==> config.mk <==
export PLATFORM = sky130hd
export DESIGN_NAME = gmp_dp_flat
export DESIGN_NICKNAME = d
export VERILOG_FILES = /design/src/hdl/gmp_pkg.sv /design/src/hdl/gmp_rsp_if.sv /design/src/hdl/gmp_dp.sv /design/src/flat_wrapper.sv
export SDC_FILE = /design/constraint.sdc
export NUM_CORES = 2
export LEC_CHECK = 0
export BUFFER_PORTS_ARGS = -buffer_cell sky130_fd_sc_hd__buf_2
export CELL_PAD_IN_SITES_DETAIL_PLACEMENT = 1
export CELL_PAD_IN_SITES_GLOBAL_PLACEMENT = 2
export CORE_ASPECT_RATIO = 1.5
export CORE_MARGIN = 2
export CORE_UTILIZATION = 35
export CTS_CLUSTER_DIAMETER = 200
export DETAILED_ROUTE_END_ITERATION = 10
export PLACE_DENSITY = 0.92
export SETUP_SLACK_MARGIN = 0.5
export SLEW_MARGIN = 20
export SYNTH_ARGS = -nofsm -noshare
export SYNTH_HDL_FRONTEND = slang
export SYNTH_SLANG_ARGS = --single-unit
export TNS_END_PERCENT = 20
==> constraint.sdc <==
create_clock -name clock -period 68.1 [get_ports clock]
set_clock_uncertainty 0.1 [all_clocks]
set_input_delay 13.62 -clock clock [delete_from_list [all_inputs] [get_ports clock]]
set_output_delay 13.62 -clock clock [all_outputs]
set_load 0.01 [all_outputs]
==> src/hdl/gmp_pkg.sv <==
`default_nettype none
// ----------------------------------------------------------------------------
// gmp_pkg
// Shared constants, types and arithmetic helpers for the grid max-path block.
// ----------------------------------------------------------------------------
package gmp_pkg;

   localparam int MAX_COLS_DEF    = 1024;
   localparam int SKIP_LAYERS_DEF = 3;

   localparam int CFG_W   = 11;
   localparam int VALUE_W = 16;
   localparam int AMT_W   = 32;

   localparam logic signed [AMT_W-1:0] UNREACH = -32'sd1000000000;
   localparam logic signed [AMT_W-1:0] AMT_MAX = {1'b0, {(AMT_W-1){1'b1}}};
   localparam logic signed [AMT_W-1:0] AMT_MIN = {1'b1, {(AMT_W-1){1'b0}}};

   typedef struct packed {
      logic                      has_up;
      logic                      has_left;
      logic                      last_cell;
      logic                      fwd;
      logic signed [VALUE_W-1:0] cell_value;
   } gmp_issue_type;

   function automatic logic signed [AMT_W-1:0] sat_add(
      input logic signed [AMT_W-1:0]   a,
      input logic signed [VALUE_W-1:0] b
   );
      logic [AMT_W:0] s;
      s = {a[AMT_W-1], a} + {{(AMT_W+1-VALUE_W){b[VALUE_W-1]}}, b};
      if (s[AMT_W] != s[AMT_W-1]) begin
         return s[AMT_W] ? AMT_MIN : AMT_MAX;
      end
      return $signed(s[AMT_W-1:0]);
   endfunction

   function automatic logic signed [AMT_W-1:0] max_amt(
      input logic signed [AMT_W-1:0] a,
      input logic signed [AMT_W-1:0] b
   );
      return (a > b) ? a : b;
   endfunction

endpackage
`default_nettype wire

==> src/hdl/gmp_rsp_if.sv <==
`default_nettype none
// ----------------------------------------------------------------------------
// gmp_rsp_if
// Result channel: one best path amount per word, valid/ready handshake.
// ----------------------------------------------------------------------------
interface gmp_rsp_if;
   logic                             valid;
   logic                             ready;
   logic signed [gmp_pkg::AMT_W-1:0] best_amount;

   modport source (output valid, output best_amount, input ready);
   modport sink   (input valid, input best_amount, output ready);
endinterface
`default_nettype wire

==> src/hdl/gmp_dp.sv <==
`default_nettype none
// ----------------------------------------------------------------------------
// gmp_dp
// Cell update: per-layer best over up/left neighbors, line-store write-back,
// left-neighbor register, result reduction and output register.
// ----------------------------------------------------------------------------
module gmp_dp #(
   parameter  int MAX_COLS    = gmp_pkg::MAX_COLS_DEF,
   parameter  int SKIP_LAYERS = gmp_pkg::SKIP_LAYERS_DEF,
   localparam int COL_W       = (MAX_COLS > 1) ? $clog2(MAX_COLS) : 1,
   localparam int ROW_W       = SKIP_LAYERS * gmp_pkg::AMT_W
) (
   input  wire logic                   clock,
   input  wire logic                   reset,
   input  wire logic                   s1_valid,
   input  wire gmp_pkg::gmp_issue_type s1_info,
   input  wire logic [COL_W-1:0]       s1_col,
   input  wire logic [ROW_W-1:0]       rd_data,
   output logic                        adv,
   output logic                        wr_en,
   output logic      [COL_W-1:0]       wr_addr,
   output logic      [ROW_W-1:0]       wr_data,
   gmp_rsp_if.source                   rsp_ch
);
   import gmp_pkg::*;

   typedef logic [SKIP_LAYERS-1:0][AMT_W-1:0] row_type;

   row_type                  up_row;
   row_type                  cur_row;
   row_type                  left_ff;
   row_type                  s2_cur_ff;
   logic                     s2_valid_ff, s2_valid_in;
   logic                     s2_last_ff, s2_last_in;
   logic                     out_valid_ff, out_valid_in;
   logic signed [AMT_W-1:0]  best_ff, best_in;
   logic                     out_load;
   logic                     step;

   assign adv     = !(s2_valid_ff && s2_last_ff && out_valid_ff && !rsp_ch.ready);
   assign step    = s1_valid && adv;
   assign up_row  = s1_info.fwd ? s2_cur_ff : row_type'(rd_data);

   always_comb begin
      logic signed [AMT_W-1:0] best;
      cur_row = '0;
      for (int k = 0; k < SKIP_LAYERS; k++) begin
         if (!s1_info.has_up && !s1_info.has_left) begin
            best = (k == 0) ? AMT_W'(s1_info.cell_value) : '0;
         end else begin
            best = UNREACH;
            if (s1_info.has_up) begin
               best = max_amt(best, sat_add(up_row[k], s1_info.cell_value));
               if (k > 0) begin
                  best = max_amt(best, up_row[(k > 0) ? k - 1 : 0]);
               end
            end
            if (s1_info.has_left) begin
               best = max_amt(best, sat_add(left_ff[k], s1_info.cell_value));
               if (k > 0) begin
                  best = max_amt(best, left_ff[(k > 0) ? k - 1 : 0]);
               end
            end
         end
         cur_row[k] = best;
      end
   end

   always_comb begin
      best_in = s2_cur_ff[0];
      for (int k = 1; k < SKIP_LAYERS; k++) begin
         best_in = max_amt(best_in, s2_cur_ff[k]);
      end
   end

   always_comb begin
      out_load     = s2_valid_ff && s2_last_ff && (!out_valid_ff || rsp_ch.ready);
      out_valid_in = out_valid_ff;
      if (out_load) begin
         out_valid_in = 1'b1;
      end else if (rsp_ch.ready) begin
         out_valid_in = 1'b0;
      end
      s2_valid_in = s2_valid_ff;
      s2_last_in  = s2_last_ff;
      if (adv) begin
         s2_valid_in = s1_valid;
         s2_last_in  = s1_info.last_cell;
      end
   end

   always_ff @(posedge clock) begin
      if (reset) begin
         s2_valid_ff  <= 1'b0;
         s2_last_ff   <= 1'b0;
         out_valid_ff <= 1'b0;
      end else begin
         s2_valid_ff  <= s2_valid_in;
         s2_last_ff   <= s2_last_in;
         out_valid_ff <= out_valid_in;
      end
      if (step) begin
         left_ff   <= cur_row;
         s2_cur_ff <= cur_row;
      end
      if (out_load) begin
         best_ff <= best_in;
      end
   end

   assign wr_en              = step;
   assign wr_addr            = s1_col;
   assign wr_data            = ROW_W'(cur_row);
   assign rsp_ch.valid       = out_valid_ff;
   assign rsp_ch.best_amount = best_ff;

`ifndef SYNTHESIS
   a_result_kept: assert property (@(posedge clock) disable iff (reset)
      s2_valid_ff && s2_last_ff && !adv |=> s2_valid_ff && s2_last_ff)
      else $error("blocked result dropped from stage 2");

   a_last_reaches_s2: assert property (@(posedge clock) disable iff (reset)
      step && s1_info.last_cell |=> s2_valid_ff && s2_last_ff)
      else $error("last cell lost between stages");
`endif

endmodule
`default_nettype wire

==> src/flat_wrapper.sv <==
// flat-port wrapper written by rule: the top's interface ports become plain ports
module gmp_dp_flat import gmp_pkg::*;
#(
   parameter  int MAX_COLS    = gmp_pkg::MAX_COLS_DEF,
   parameter  int SKIP_LAYERS = gmp_pkg::SKIP_LAYERS_DEF,
   localparam int COL_W       = (MAX_COLS > 1) ? $clog2(MAX_COLS) : 1,
   localparam int ROW_W       = SKIP_LAYERS * gmp_pkg::AMT_W
)
  (clock, reset, s1_valid, s1_info, s1_col, rd_data, adv, wr_en, wr_addr, wr_data, rsp_ch_valid, rsp_ch_best_amount, rsp_ch_ready);
  gmp_rsp_if rsp_ch_i ();
  input  wire logic clock;
  input  wire logic reset;
  input  wire logic s1_valid;
  input  wire gmp_pkg::gmp_issue_type s1_info;
  input  wire logic [COL_W-1:0] s1_col;
  input  wire logic [ROW_W-1:0] rd_data;
  output logic adv;
  output logic wr_en;
  output logic      [COL_W-1:0] wr_addr;
  output logic      [ROW_W-1:0] wr_data;
  output wire logic [$bits(rsp_ch_i.valid)-1:0] rsp_ch_valid;
  output wire logic [$bits(rsp_ch_i.best_amount)-1:0] rsp_ch_best_amount;
  input wire logic [$bits(rsp_ch_i.ready)-1:0] rsp_ch_ready;
  assign rsp_ch_valid = rsp_ch_i.valid;
  assign rsp_ch_best_amount = rsp_ch_i.best_amount;
  assign rsp_ch_i.ready = rsp_ch_ready;
  gmp_dp #(.MAX_COLS(MAX_COLS), .SKIP_LAYERS(SKIP_LAYERS)) u_core (.clock(clock), .reset(reset), .s1_valid(s1_valid), .s1_info(s1_info), .s1_col(s1_col), .rd_data(rd_data), .adv(adv), .wr_en(wr_en), .wr_addr(wr_addr), .wr_data(wr_data), .rsp_ch(rsp_ch_i));
endmodule
==> impl_metrics.toml <==
[clock_tree]
cts_inserted_buffers = 17
htreeDepth = 4
post_cts_resized = 0
clk_latency_ns = 0.54
clockBufferDepth = 2
clkTransAtPathRegs_ns = 0.06
cts_root_buf = "clkbuf_16"
cts_sinks = 131
cts_hold_repair.buffers = 0
post-cts-setup-buffers = 0
cts_tree = "done"

[timing]
setup_tns_ns = 0
slew_viol_final = 0
tightest_slew_ns = 1.16
finalHoldViolations = 0
post-route-min-period_ns = 46.84
slew_headroom_pct = 22.5
setup_viol = 0
fin_crit_sh_pct = 68.8
rsz0062_at_grt = "no"
worst_slack_ns = 21.26
max_freq_mhz = 21.4

[synthesis]
ys_ff_latch = 131
synthSimpleGateAreaFrac_pct = 19.1
synth_nets = 4468
synthXorXnorAreaFrac_pct = 3.84
netlist-cell-type-count = 102
synth_cells = 3842
synth.yosys.warnings = 0
synthMuxAreaShare_pct = 7.08
yosysSeqAreaShare_pct = 13.3
async_reset_ff_share_pct = 0
synth_compound_area_share_pct = 29.7
synth_edf_count = 128
synth_top_family_by_area = "compound AO/OA/AOI/OAI gates"
synth_flop_cell = "edfxtp_1"
post_synth.cell_area_avg_um2 = 7.65
syn-cell-area_um2 = 29400
synth_fa_ha_area_share_pct = 21.3

[grt]
grt_max_degree = 69
gr-usage-met2_pct = 61.4
use_met3_pct = 7.44
grt.total_usage_pct = 37.0
grt_overflow = 0
grt_pass1_wl_mm = 233
met1_usage_pct = 38.2
grt_pass1_vias = 34734
grt-busiest-layer = "met2"
antenna_found_initial = 11

[placed_design]
place_ws_ns = 21.90
placed_area_um2 = 31900
hpwl_mm = 135
gp_congestion = 1.03
port_buffers = 250
placed_cells = 5120

[setup_path]
crit_fanout = 38
cpMaxStageDelayCell = "a211oi_1"
worst_path_largest_cell_delay_ns = 0.82
cpMostUsedCell = "a21oi_1"
cp-end-kind = "output pin"
critPathArrivalTime_ns = 33.12
critPathRequiredTime_ns = 54.38
worst-setup-path-type = "primary input to output pin"
critPathLaunchType = "primary input"
reg2regPathDepth = 55

[drt]
vias = 33158
wire_per_inst_um = 31.6
drcViolationCount = 0
ant_nets = 0
avgViaCountPerCell = 6.43
dr.pass1.iters = 6
wl_mm = 163
first_iter_violations = 2386

[min_path]
min_path_cells = 2
min_path_type = "flip-flop to flip-flop"

[die]
dieArea_um2 = 86400
rows = 130
io_pins = 271
die_w_um = 241
start_util_pct = 35.2
core_um2 = 83400
die_y_um = 359

[final_layout]
final_cells = 5155
layout_common_cells = "ha_1, a21oi_1, nor2_1"
drive_above_1_share_pct = 12.8
design_area_um2 = 32600
fill_cells = 10413
final_nets = 4643
mostFrequentLayoutCell = "ha_1"
area_delta_synth_final_pct = 10.8

[run_status]
run_status = "completed"

[flow_run]
drv_cap = 0
-- metal layers --
layer	share of wire (%)	wire length, um
met4	12	18900
met5	0.025	40
met1	35	57200
met3	6.7	10900
met2	47	75700
-- worst max-delay path: cells and delay by family --
family	cells	cell delay, ns
multiplexers	1	0.58
buffers and inverters	8	2.36
AO/OA/AOI/OAI	25	7.49
adder cells (fa/ha/maj)	5	1.54
XOR/XNOR	1	0.28
AND/OR/NAND/NOR	21	7.10
-- flip-flops by register name, summed over array words and instances (netlist names) --
register,count
u_core.s2_valid_ff,1
u_core.s2_last_ff,1
u_core.rsp_ch.valid,1
u_core.left_ff,96
u_core.rsp_ch.best_amount,32
-- metrics by stage --
| stage | util [%] | hold slack, ns |
|---|---|---|
| 2_1_floorplan | - | 0.360 |
| 3_3_place_gp | 38.2 | 0.397 |
| 3_5_place_dp | 38.2 | 0.431 |
| 4_1_cts | 39.0 | 0.444 |
| 5_1_grt | 39.0 | 0.456 |
| 6_report | 39.0 | 0.438 |
-- final cells by class --
cell class	instances	area, um2	area share [%]
clock buffer	18	439	1.35
clock inverter	14	224	0.687
inverter	269	1010	3.10
antenna	3	7.51	0.0230
sequential	131	3900	12.0
tap	1122	1400	4.31
multi-input combinational	3286	23900	73.2
timing repair buffer	312	1730	5.32
-- path summary, 6_finish.rpt --
path | startpoint | end | slack [ns]
setup / recovery | s1_info[16] | wr_data[61] | 21.26
hold / removal | u_core.rsp_ch.valid | u_core.rsp_ch.valid | 0.44
setup reg to reg | u_core.left_ff[33] | u_core.left_ff[61] | 48.93
hold reg to reg | u_core.rsp_ch.valid | u_core.rsp_ch.valid | 0.44
-- cell usage after synthesis, types with 11 or more instances --
master	n	area, um2
ha_1	490	6130
a21oi_1	346	1730
nor2_1	317	1190
nand2_1	289	1080
inv_1	261	980
o21ai_0	214	1070
a21o_1	182	1370
edfxtp_1	128	3840
clkbuf_1	107	402
mux2i_1	100	1000
mux2_2	96	1080
nand4_1	83	519
xnor2_1	83	727
nor3_1	75	375
nand3_1	69	345
o21a_1	65	488
nand2b_1	61	382
nor2b_1	55	344
o22ai_1	53	332
a31oi_1	49	307
xor2_1	46	403
a211oi_1	43	323
o211ai_1	43	323
and2_1	41	257
and3_1	40	250
or3_1	33	206
a21boi_0	31	233
nor4_1	24	150
o21bai_1	20	150
or2_2	20	125
a211o_1	17	149
buf_2	17	85.1
buf_1	16	60.1
o31ai_1	15	113
o21ai_1	14	70.1
a22o_1	13	114
a31o_2	13	114
o2bb2ai_1	13	114
a221oi_1	12	105
o221ai_1	12	105
a32o_1	11	110
-- kinds of logic (layout without fill, tap and decap cells) --
group                    count (synthesis)  in the layout
AO/OA/AOI/OAI                         1310           1310
adder cells (fa/ha/maj)                496            496
XOR/XNOR                               129            129
other                                    0              3
AND/OR/NAND/NOR                       1155           1155
multiplexers                           196            196
flip-flops                             131            131
buffers and inverters                  425            613
Power is not shown: default switching activity piles up to over one toggle a cycle in this logic, so the estimate is an artifact.
