==> config.mk <==
export PLATFORM = sky130hd
export DESIGN_NAME = gmp_pos_flat
export DESIGN_NICKNAME = d
export VERILOG_FILES = /design/src/hdl/gmp_pkg.sv /design/src/hdl/gmp_req_if.sv /design/src/hdl/gmp_pos.sv /design/src/flat_wrapper.sv
export SDC_FILE = /design/constraint.sdc
export NUM_CORES = 1
export LEC_CHECK = 0
export BUFFER_PORTS_ARGS = -buffer_cell sky130_fd_sc_hd__buf_2
export CAP_MARGIN = 20
export CORE_ASPECT_RATIO = 0.6
export CORE_MARGIN = 2
export CORE_UTILIZATION = 53
export DETAILED_ROUTE_END_ITERATION = 12
export PLACE_DENSITY = 0.77
export SYNTH_ARGS = -nofsm -noshare
export SYNTH_HDL_FRONTEND = slang
export SYNTH_SLANG_ARGS = --single-unit
==> constraint.sdc <==
create_clock -name clock -period 7 [get_ports clock]
set_input_delay 0.35 -clock clock [delete_from_list [all_inputs] [get_ports clock]]
set_output_delay 0.35 -clock clock [all_outputs]
set_load 0.005 [all_outputs]
==> src/hdl/gmp_pkg.sv <==
`default_nettype none
// ----------------------------------------------------------------------------
// gmp_pkg
// Shared constants, types and arithmetic helpers for the grid max-path block.
// ----------------------------------------------------------------------------
package gmp_pkg;

   localparam int MAX_COLS_DEF    = 1024;
   localparam int SKIP_LAYERS_DEF = 3;

   localparam int CFG_W   = 11;
   localparam int VALUE_W = 16;
   localparam int AMT_W   = 32;

   localparam logic signed [AMT_W-1:0] UNREACH = -32'sd1000000000;
   localparam logic signed [AMT_W-1:0] AMT_MAX = {1'b0, {(AMT_W-1){1'b1}}};
   localparam logic signed [AMT_W-1:0] AMT_MIN = {1'b1, {(AMT_W-1){1'b0}}};

   typedef struct packed {
      logic                      has_up;
      logic                      has_left;
      logic                      last_cell;
      logic                      fwd;
      logic signed [VALUE_W-1:0] cell_value;
   } gmp_issue_type;

   function automatic logic signed [AMT_W-1:0] sat_add(
      input logic signed [AMT_W-1:0]   a,
      input logic signed [VALUE_W-1:0] b
   );
      logic [AMT_W:0] s;
      s = {a[AMT_W-1], a} + {{(AMT_W+1-VALUE_W){b[VALUE_W-1]}}, b};
      if (s[AMT_W] != s[AMT_W-1]) begin
         return s[AMT_W] ? AMT_MIN : AMT_MAX;
      end
      return $signed(s[AMT_W-1:0]);
   endfunction

   function automatic logic signed [AMT_W-1:0] max_amt(
      input logic signed [AMT_W-1:0] a,
      input logic signed [AMT_W-1:0] b
   );
      return (a > b) ? a : b;
   endfunction

endpackage
`default_nettype wire

==> src/hdl/gmp_req_if.sv <==
`default_nettype none
// ----------------------------------------------------------------------------
// gmp_req_if
// Cell input channel: one grid cell per word, valid/ready handshake.
// ----------------------------------------------------------------------------
interface gmp_req_if;
   logic                               valid;
   logic                               ready;
   logic signed [gmp_pkg::VALUE_W-1:0] cell_value;
   logic                               last_cell;

   modport source (output valid, output cell_value, output last_cell, input ready);
   modport sink   (input valid, input cell_value, input last_cell, output ready);
endinterface
`default_nettype wire

==> src/hdl/gmp_pos.sv <==
`default_nettype none
// ----------------------------------------------------------------------------
// gmp_pos
// Input side: column register, row/column tracking, line-store read issue
// and the issue stage register that lines up with the RAM read data.
// ----------------------------------------------------------------------------
module gmp_pos #(
   parameter  int MAX_COLS = gmp_pkg::MAX_COLS_DEF,
   localparam int COL_W    = (MAX_COLS > 1) ? $clog2(MAX_COLS) : 1
) (
   input  wire logic                        clock,
   input  wire logic                        reset,
   gmp_req_if.sink                          req_ch,
   input  wire logic                        csr_wr_en,
   input  wire logic [gmp_pkg::CFG_W-1:0]   csr_wr_data,
   input  wire logic                        adv,
   output logic                             s1_valid,
   output gmp_pkg::gmp_issue_type           s1_info,
   output logic      [COL_W-1:0]            s1_col,
   output logic                             rd_en,
   output logic      [COL_W-1:0]            rd_addr
);
   import gmp_pkg::*;

   localparam int CNT_W = ((COL_W + 1) > CFG_W) ? (COL_W + 1) : CFG_W;

   logic [CFG_W-1:0]  grid_cols_ff, grid_cols_in;
   logic [COL_W-1:0]  col_idx_ff, col_idx_in;
   logic              first_row_ff, first_row_in;
   logic              s1_valid_ff, s1_valid_in;
   gmp_issue_type     s1_info_ff, s1_info_in;
   logic [COL_W-1:0]  s1_col_ff, s1_col_in;

   logic [CNT_W-1:0]  cols_raw;
   logic [CNT_W-1:0]  cols_eff;
   logic [CNT_W-1:0]  col_nxt;
   logic [COL_W-1:0]  col_cur;
   logic              wrap;
   logic              accept;
   logic              has_up;

   assign accept       = req_ch.valid && adv;
   assign req_ch.ready = adv;

   always_comb begin
      cols_raw = CNT_W'(grid_cols_ff);
      if (cols_raw == '0) begin
         cols_eff = CNT_W'(1);
      end else if (cols_raw > CNT_W'(MAX_COLS)) begin
         cols_eff = CNT_W'(MAX_COLS);
      end else begin
         cols_eff = cols_raw;
      end

      // stale index from a wider setting maps to the last column
      if (CNT_W'(col_idx_ff) >= cols_eff) begin
         col_cur = COL_W'(cols_eff - CNT_W'(1));
      end else begin
         col_cur = col_idx_ff;
      end
      col_nxt = CNT_W'(col_cur) + CNT_W'(1);
      wrap    = col_nxt >= cols_eff;
      has_up  = !first_row_ff;

      grid_cols_in = csr_wr_en ? csr_wr_data : grid_cols_ff;
      col_idx_in   = col_idx_ff;
      first_row_in = first_row_ff;
      if (accept) begin
         if (req_ch.last_cell) begin
            col_idx_in   = '0;
            first_row_in = 1'b1;
         end else if (wrap) begin
            col_idx_in   = '0;
            first_row_in = 1'b0;
         end else begin
            col_idx_in   = COL_W'(col_nxt);
         end
      end

      s1_valid_in = s1_valid_ff;
      s1_info_in  = s1_info_ff;
      s1_col_in   = s1_col_ff;
      if (adv) begin
         s1_valid_in = accept;
      end
      if (accept) begin
         s1_info_in.has_up     = has_up;
         s1_info_in.has_left   = col_cur != '0;
         s1_info_in.last_cell  = req_ch.last_cell;
         s1_info_in.cell_value = req_ch.cell_value;
         // same column being written back this edge: take it from stage 2
         s1_info_in.fwd        = s1_valid_ff && (s1_col_ff == col_cur) && has_up;
         s1_col_in             = col_cur;
      end
   end

   always_ff @(posedge clock) begin
      if (reset) begin
         grid_cols_ff <= CFG_W'(1);
         col_idx_ff   <= '0;
         first_row_ff <= 1'b1;
         s1_valid_ff  <= 1'b0;
      end else begin
         grid_cols_ff <= grid_cols_in;
         col_idx_ff   <= col_idx_in;
         first_row_ff <= first_row_in;
         s1_valid_ff  <= s1_valid_in;
      end
      s1_info_ff <= s1_info_in;
      s1_col_ff  <= s1_col_in;
   end

   assign s1_valid = s1_valid_ff;
   assign s1_info  = s1_info_ff;
   assign s1_col   = s1_col_ff;
   assign rd_en    = accept;
   assign rd_addr  = col_cur;

`ifndef SYNTHESIS
   a_grid_restart: assert property (@(posedge clock) disable iff (reset)
      accept && req_ch.last_cell |=> col_idx_ff == '0 && first_row_ff)
      else $error("position not restarted after last cell");

   a_issue_hold: assert property (@(posedge clock) disable iff (reset)
      s1_valid_ff && !adv |=> s1_valid_ff && $stable(s1_col_ff) && $stable(s1_info_ff))
      else $error("issue stage changed while stalled");
`endif

endmodule
`default_nettype wire

==> src/flat_wrapper.sv <==
// flat-port wrapper written by rule: the top's interface ports become plain ports
module gmp_pos_flat import gmp_pkg::*;
#(
   parameter  int MAX_COLS = gmp_pkg::MAX_COLS_DEF,
   localparam int COL_W    = (MAX_COLS > 1) ? $clog2(MAX_COLS) : 1
)
  (clock, reset, csr_wr_en, csr_wr_data, adv, s1_valid, s1_info, s1_col, rd_en, rd_addr, req_ch_valid, req_ch_cell_value, req_ch_last_cell, req_ch_ready);
  gmp_req_if req_ch_i ();
  input  wire logic clock;
  input  wire logic reset;
  input  wire logic csr_wr_en;
  input  wire logic [gmp_pkg::CFG_W-1:0] csr_wr_data;
  input  wire logic adv;
  output logic s1_valid;
  output gmp_pkg::gmp_issue_type s1_info;
  output logic      [COL_W-1:0] s1_col;
  output logic rd_en;
  output logic      [COL_W-1:0] rd_addr;
  input wire logic [$bits(req_ch_i.valid)-1:0] req_ch_valid;
  input wire logic [$bits(req_ch_i.cell_value)-1:0] req_ch_cell_value;
  input wire logic [$bits(req_ch_i.last_cell)-1:0] req_ch_last_cell;
  output wire logic [$bits(req_ch_i.ready)-1:0] req_ch_ready;
  assign req_ch_i.valid = req_ch_valid;
  assign req_ch_i.cell_value = req_ch_cell_value;
  assign req_ch_i.last_cell = req_ch_last_cell;
  assign req_ch_ready = req_ch_i.ready;
  gmp_pos #(.MAX_COLS(MAX_COLS)) u_core (.clock(clock), .reset(reset), .req_ch(req_ch_i), .csr_wr_en(csr_wr_en), .csr_wr_data(csr_wr_data), .adv(adv), .s1_valid(s1_valid), .s1_info(s1_info), .s1_col(s1_col), .rd_en(rd_en), .rd_addr(rd_addr));
endmodule
==> summary.md, run 1 <==
| Metric | Value |
|---|---|
| Status | `finished, final reports clean` |
| R2r setup slk | `620 ps` |
| CP Capture Type | `flip-flop` |
| # hold bufs at CTS | `0` |
| DRC errors left | `0` |
| Setup bufs post-CTS | `0` |
| Die area | `0.00633 mm²` |
| Fin area | `0.00355 mm²` |
| Fin nets | `415` |
| Synth Area per Inst | `10.7 µm²` |
| Total global routing overflow | `0` |
| Top cells by area, synth | `edfxtp_1 (30%), dfxtp_1 (15%), ha_1 (10%)` |
| CTS root buffer | `clkbuf_8` |
| Fin cells | `439` |
| Hold Path Class | `in2reg` |
| Htree depth | `2` |
| Max-slew headroom | `39.5%` |
| Post-synth top area share | `29.9%` |
| PortBufs | `75` |
| Placed cells | `431` |
| Critical path's most frequent cell | `ha_1` |
| Register area | `0.00136 mm²` |
| Routed length per instance | `16.6 µm` |
| Max Fclk | `157 MHz` |
| Synthesized area | `0.00302 mm²` |
| Ys Warns | `0` |
| Cell count after synthesis | `283` |
| Final setup viols | `0` |
| Die X | `101 µm` |
| # rows | `21` |
| Skew-Pair Late Insertion Delay | `310 ps` |
| Most frequent cells in the layout | `buf_2 (75), edfxtp_1 (30), nor2_1 (26), ha_1 (24), dfxtp_1 (23)` |
| Startpoint types | `flip-flop` |
| Critical path, cell by cell | `nor4_1 > a31oi_1 > nor2_1 > ha_1 > nand2b_1 > a211oi_1 > o311ai_1 > a31oi_4 > buf_4 > mux2i_1 > ha_1 > o2111ai_1 > nor4_4 > xnor2_1 > ha_1 > a21o_1 > a211oi_1 > o21ai_0 > and2_1 > nor3_1 > a22o_1` |
| Slew Viols, Final | `0` |
| Crit-path slowest cell | `nor3_1` |
| Most used DFF post-synth | `edfxtp_1` |
| RSZ-0062 raised after global routing | `no` |
| Critical Path Fanout Max | `19` |
| Area delta synth->final | `17.7%` |
| Final Cycle Share | `91.2%` |
| Min-delay src | `req_ch_cell_value[10]` |
| Worst r2r path cells | `21` |
| Fin crit period | `6380 ps` |
| Post-synth ARST share | `0%` |
| Antenna violations before repair | `0` |
| Leakage | `1.65 nW` |
| FILL cells | `467` |
| Area of the multi-input gates | `0.00154 mm²` |
| Die Height | `62.4 µm` |
| VDD IR-drop max | `0.000119 V` |
| Yosys cell types | `49` |
| CP arrival | `6640 ps` |
| Total GRT Usage | `24.3%` |
| RD Place Congestion | `0.974` |
| Max stage delay on crit path | `710 ps` |
| Reg clk slew, reported paths | `100 ps` |
| Drt pass-1 iters | `5` |
| RR Startpoint | `u_core.cols_raw[3]` |
| Post-synth EDFFs | `30` |
| Initial Util | `54.4%` |
| CTS tree | `yes` |
| Setup_tns | `0 ps` |
| Total CTS buffers | `5` |
| Hold WS | `209 ps` |
| Max-Cap Viols | `0` |
| Commonest non-fill, non-tap cell in the layout | `buf_2` |
| Critical R2R Capture | `u_core.col_idx_ff[7]` |
| Final hold vios | `0` |
| CP Class | `reg2reg` |
| Tightest Pin Transition | `900 ps` |
| Share of cells above drive strength 1 | `26.5%` |
| Dpl cell area | `0.00346 mm²` |
| ANT nets after route | `0` |
| Worst EP required | `7260 ps` |
| Number of DRC markers in iteration 0 | `259` |
| Sequential fraction of the synthesis area | `45.1%` |
| Worst hold path endpoint | `u_core.s1_info[10]` |
| Final worst clock skew | `4.25 ps` |
| Routed wire length | `7280 µm` |
| First-pass GRT wire length | `12000 µm` |
| Clock sinks | `53` |
| Pwr Density | `212 mW/mm²` |
| CTS resizes | `0` |
| # diodes | `0` |
| Routed vias/inst | `5.67` |
| Io pins | `76` |
| Synthesized flop and latch total | `53` |
| Core Box Area | `0.00554 mm²` |
| Vias in the first global route | `2358` |
| WHS Path Cells | `1` |
| Largest net degree at the start of global routing | `27` |
| Clock Path Buffers | `2` |
| Synth Net Count | `340` |
| Vias | `2488` |
| Post-DP HPWL | `5680 µm` |
| Synth area leader | `edfxtp_1` |
worst max-delay path, delay by kind of cell (launching register included):
kind | cells | cell delay [ps]
compound gates | 9 | 1950
simple gates | 6 | 2330
mux | 1 | 460
buf+inv | 1 | 290
xor+xnor | 1 | 130
flops | 1 | 390
fa+ha+maj | 3 | 770
logic make-up (layout without fill, tap and decap cells):
family	after synthesis	count (layout)	synth area share [%]
xor+xnor	19	19	5.52
flops	53	53	45.1
fa+ha+maj	24	24	9.95
compound gates	49	49	12.6
mux	21	21	7.13
buf+inv	28	104	3.94
simple gates	89	89	15.8
layout make-up:
class / count / share of cell area, %
inverter: 19 / 2.01
clock buffer: 5 / 1.94
multi-input combinational: 202 / 43.3
clock inverter: 3 / 0.599
sequential: 53 / 38.4
tap: 80 / 2.82
timing repair buffer: 77 / 11.0
synth_stat cells (4+ instances only):
master / instances
a211o_1: 4
a21oi_1: 7
a22o_1: 7
dfxtp_1: 23
edfxtp_1: 30
ha_1: 24
inv_1: 17
mux2i_1: 20
nand2_1: 17
nand3_1: 4
nand4_1: 8
nor2_1: 26
nor3_1: 8
nor4_1: 7
o21ai_0: 7
xnor2_1: 13
xor2_1: 6
registers in the layout, indices dropped and copies added (netlist names):
name,count
u_core.s1_info,20
u_core.cols_raw,11
u_core.col_idx_ff,10
u_core.s1_col,10
u_core.first_row_ff,1
u_core.s1_valid,1
worst max-delay path by stage:
stage                            start                    to  slack, ps  cells past startpoint
floorplan           u_core.cols_raw[3]  u_core.col_idx_ff[3]       1480                     22
global placement    u_core.cols_raw[3]  u_core.col_idx_ff[6]       1130                     21
detailed placement  u_core.cols_raw[3]  u_core.col_idx_ff[7]        770                     21
CTS                 u_core.cols_raw[3]  u_core.col_idx_ff[7]        720                     21
global route        u_core.cols_raw[3]  u_core.col_idx_ff[7]         50                     21
finish              u_core.cols_raw[3]  u_core.col_idx_ff[7]        620                     21
stage by stage:
step / worst slack (ps) / util [%] / total power [mW]
floorplan: 1480 / - / 0.509
detailed placement: 766 / 62.4 / 0.578
CTS: 717 / 64.0 / 0.756
global placement: 1130 / 62.4 / 0.573
finish: 619 / 64.0 / 0.754
global route: 52.4 / 64.0 / 0.795
where the power goes:
group	internal (mW)	switching [mW]	leakage (nW)
sequential	0.351	0.0143	0.474
clock	0.0713	0.107	0.0445
combinational	0.0886	0.121	1.13
total	0.511	0.243	1.65
per-layer routing:
metal	vias up	routed length [µm]	part of all wire, %	track usage, %
met5	-	0	0	0
met4	0	46	0.63	4.56
met3	6	582	8.0	4.14
met2	125	3030	42	34.3
met1	1161	3620	50	39.2
li1	1196	-	-	-
Note: power is estimated with default switching activity, not from simulation.
==> run 2, diff against run 1 <==
--- a/config.mk
+++ b/config.mk
@@ -5,13 +5,14 @@
 export SDC_FILE = /design/constraint.sdc
 export NUM_CORES = 1
 export LEC_CHECK = 0
-export BUFFER_PORTS_ARGS = -buffer_cell sky130_fd_sc_hd__buf_2
+export BUFFER_PORTS_ARGS = -buffer_cell sky130_fd_sc_hd__buf_4
 export CAP_MARGIN = 20
 export CORE_ASPECT_RATIO = 0.6
 export CORE_MARGIN = 2
 export CORE_UTILIZATION = 53
 export DETAILED_ROUTE_END_ITERATION = 12
 export PLACE_DENSITY = 0.77
+export SLEW_MARGIN = 20
 export SYNTH_ARGS = -nofsm -noshare
 export SYNTH_HDL_FRONTEND = slang
 export SYNTH_SLANG_ARGS = --single-unit
==> run 2 against run 1 <==
Compared with the run above:
- register-to-register slack better by 210 ps
- largest power group unchanged
- cell count stayed put
- critical endpoint is now u_core.col_idx_ff[9]
- largest cell class unchanged
- sequential power hardly changed
- highest routed layer unchanged
==> summary.md, run 2 (synthesized netlist as in run 1, its figures left out) <==
| Metric | Value |
|---|---|
| Initial Util | `54.4%` |
| Setup_tns | `0 ps` |
| Final setup viols | `0` |
| Startpoint types | `flip-flop` |
| First-pass GRT wire length | `11800 µm` |
| Crit-path slowest cell | `nor3_1` |
| Placed cells | `431` |
| CP Class | `reg2reg` |
| Final worst clock skew | `7.15 ps` |
| Total CTS buffers | `5` |
| Total power | `762 µW` |
| Die area | `0.00633 mm²` |
| Hold Path Class | `in2reg` |
| Share of cells above drive strength 1 | `26.2%` |
| Number of DRC markers in iteration 0 | `305` |
| Delay-heaviest family, CP | `simple AND/OR/NAND/NOR gates` |
| Max stage delay on crit path | `630 ps` |
| Critical path's most frequent cell | `ha_1` |
| Setup bufs post-CTS | `0` |
| Min-delay src | `req_ch_cell_value[5]` |
| Die X | `101 µm` |
| Met3 WL | `791 µm` |
| Routed length per instance | `17.1 µm` |
| CP arrival | `6410 ps` |
| Total length of routed met2 wires | `2950 µm` |
| Pwr Density | `204 mW/mm²` |
| RD Place Congestion | `0.984` |
| Largest net degree at the start of global routing | `27` |
| FILL cells | `434` |
| Core Box Area | `0.00554 mm²` |
| RR Startpoint | `u_core.cols_raw[2]` |
| Final Cycle Share | `88.1%` |
| Tightest Pin Transition | `792 ps` |
| Critical path, cell by cell | `nor4_1 > a31oi_1 > nor2_1 > ha_1 > nand2b_1 > a211oi_1 > o311ai_1 > a31oi_4 > mux2i_1 > ha_1 > o2111ai_1 > nor4_4 > xnor2_1 > ha_1 > a21o_1 > a211oi_1 > o21ai_0 > and2_1 > nor3_1 > a22o_1` |
| Vias in the first global route | `2235` |
| RSZ-0062 raised after global routing | `no` |
| Worst setup margin | `832 ps` |
| Drt pass-1 iters | `5` |
| WHS Path Cells | `1` |
| Commonest non-fill, non-tap cell in the layout | `buf_4` |
| Fin crit period | `6170 ps` |
| Skew-Pair Late Insertion Delay | `300 ps` |
| PortBufs | `75` |
| Most frequent cells in the layout | `buf_4 (77), edfxtp_1 (30), nor2_1 (26), ha_1 (24), dfxtp_1 (23)` |
| Antenna violations before repair | `0` |
| Top Layer Used | `met4` |
| DRC errors left | `0` |
| CP bufs+invs | `0` |
| Metal-1 WL | `3680 µm` |
| Routed wire length | `7490 µm` |
| Max-slew headroom | `46.8%` |
| CTS resizes | `0` |
| Die Height | `62.4 µm` |
| # hold bufs at CTS | `0` |
| Area delta synth->final | `23.8%` |
| Clock sinks | `53` |
| Total global routing overflow | `0` |
| Clock Path Buffers | `2` |
| ANT nets after route | `0` |
| Post-DP HPWL | `5900 µm` |
| Fin cells | `439` |
| Leakage | `1.69 nW` |
| Slew Viols, Final | `0` |
| Critical Path Fanout Max | `7` |
| Final Util | `67.4%` |
| Reg clk slew, reported paths | `90 ps` |
| Max FFs per register | `20` |
| Status | `finished, final reports clean` |
| # diodes | `0` |
| CTS root buffer | `clkbuf_8` |
| CTS tree | `yes` |
| Pre-CTS setup slack | `1020 ps` |
| Max Fclk | `162 MHz` |
| Crit path launch | `u_core.cols_raw[2]` |
| Vias | `2537` |
| Final hold vios | `0` |
| Worst r2r path cells | `20` |
| Total GRT Usage | `24.4%` |
| R2r setup slk | `830 ps` |
| Routed vias/inst | `5.78` |
| Io pins | `76` |
| Htree depth | `2` |
| Fin nets | `415` |
| # rows | `21` |
| Max-Cap Viols | `0` |
| CP Capture Type | `flip-flop` |
| VDD IR-drop max | `0.000136 V` |
| Critical R2R Capture | `u_core.col_idx_ff[9]` |
| Worst hold path endpoint | `u_core.s1_info[5]` |
| Worst EP required | `7250 ps` |
[run 2: layout make-up]
type | instances | area (µm²) | share of cell area, %
flip-flops and latches | 53 | 1360 | 36.4
clock buffers | 6 | 72.6 | 1.94
clock inverters | 2 | 15.0 | 0.402
repair buffers | 77 | 578 | 15.5
inverters | 19 | 71.3 | 1.91
multi-input cells | 202 | 1540 | 41.1
well taps | 80 | 100 | 2.68
[run 2: how the worst max path moves through the flow]
| stage | to | slack, ps | depth (start not counted) |
|---|---|---|---|
| 6_report | u_core.col_idx_ff[9] | 830 | 20 |
| 5_1_grt | u_core.col_idx_ff[9] | 230 | 20 |
| 4_1_cts | u_core.col_idx_ff[9] | 950 | 20 |
| 3_5_place_dp | u_core.col_idx_ff[3] | 1020 | 20 |
| 3_3_place_gp | u_core.col_idx_ff[9] | 1340 | 20 |
| 2_1_floorplan | u_core.col_idx_ff[3] | 1480 | 22 |
[run 2: worst register-to-register path: stages (launching register included)]
cell	delay (ps)
dfxtp_1	380
nor4_1	610
a31oi_1	220
nor2_1	340
ha_1	300
nand2b_1	130
a211oi_1	270
o311ai_1	180
a31oi_4	280
mux2i_1	430
ha_1	270
o2111ai_1	220
nor4_4	370
xnor2_1	160
ha_1	210
a21o_1	160
a211oi_1	310
o21ai_0	160
and2_1	260
nor3_1	640
a22o_1	220
[run 2: stage by stage]
stage	instance area, µm²	hold slack, ps
global route	3730	196
CTS	3730	216
detailed placement	3650	472
floorplan	3020	447
global placement	3650	464
finish	3730	221
[run 2: report_power, final]
part           leakage (nW)  internal, mW  total [mW]  switching, mW
clock network        0.0374        0.0707       0.170         0.0989
logic                  1.18         0.103       0.226          0.123
registers             0.474         0.351       0.366         0.0143
[run 2: per-layer routing]
| layer | vias up | GRT usage [%] |
|---|---|---|
| li1 | 1201 | - |
| met4 | 0 | 3.89 |
| met1 | 1185 | 41.3 |
| met5 | - | 0 |
| met3 | 11 | 6.15 |
| met2 | 140 | 30.9 |
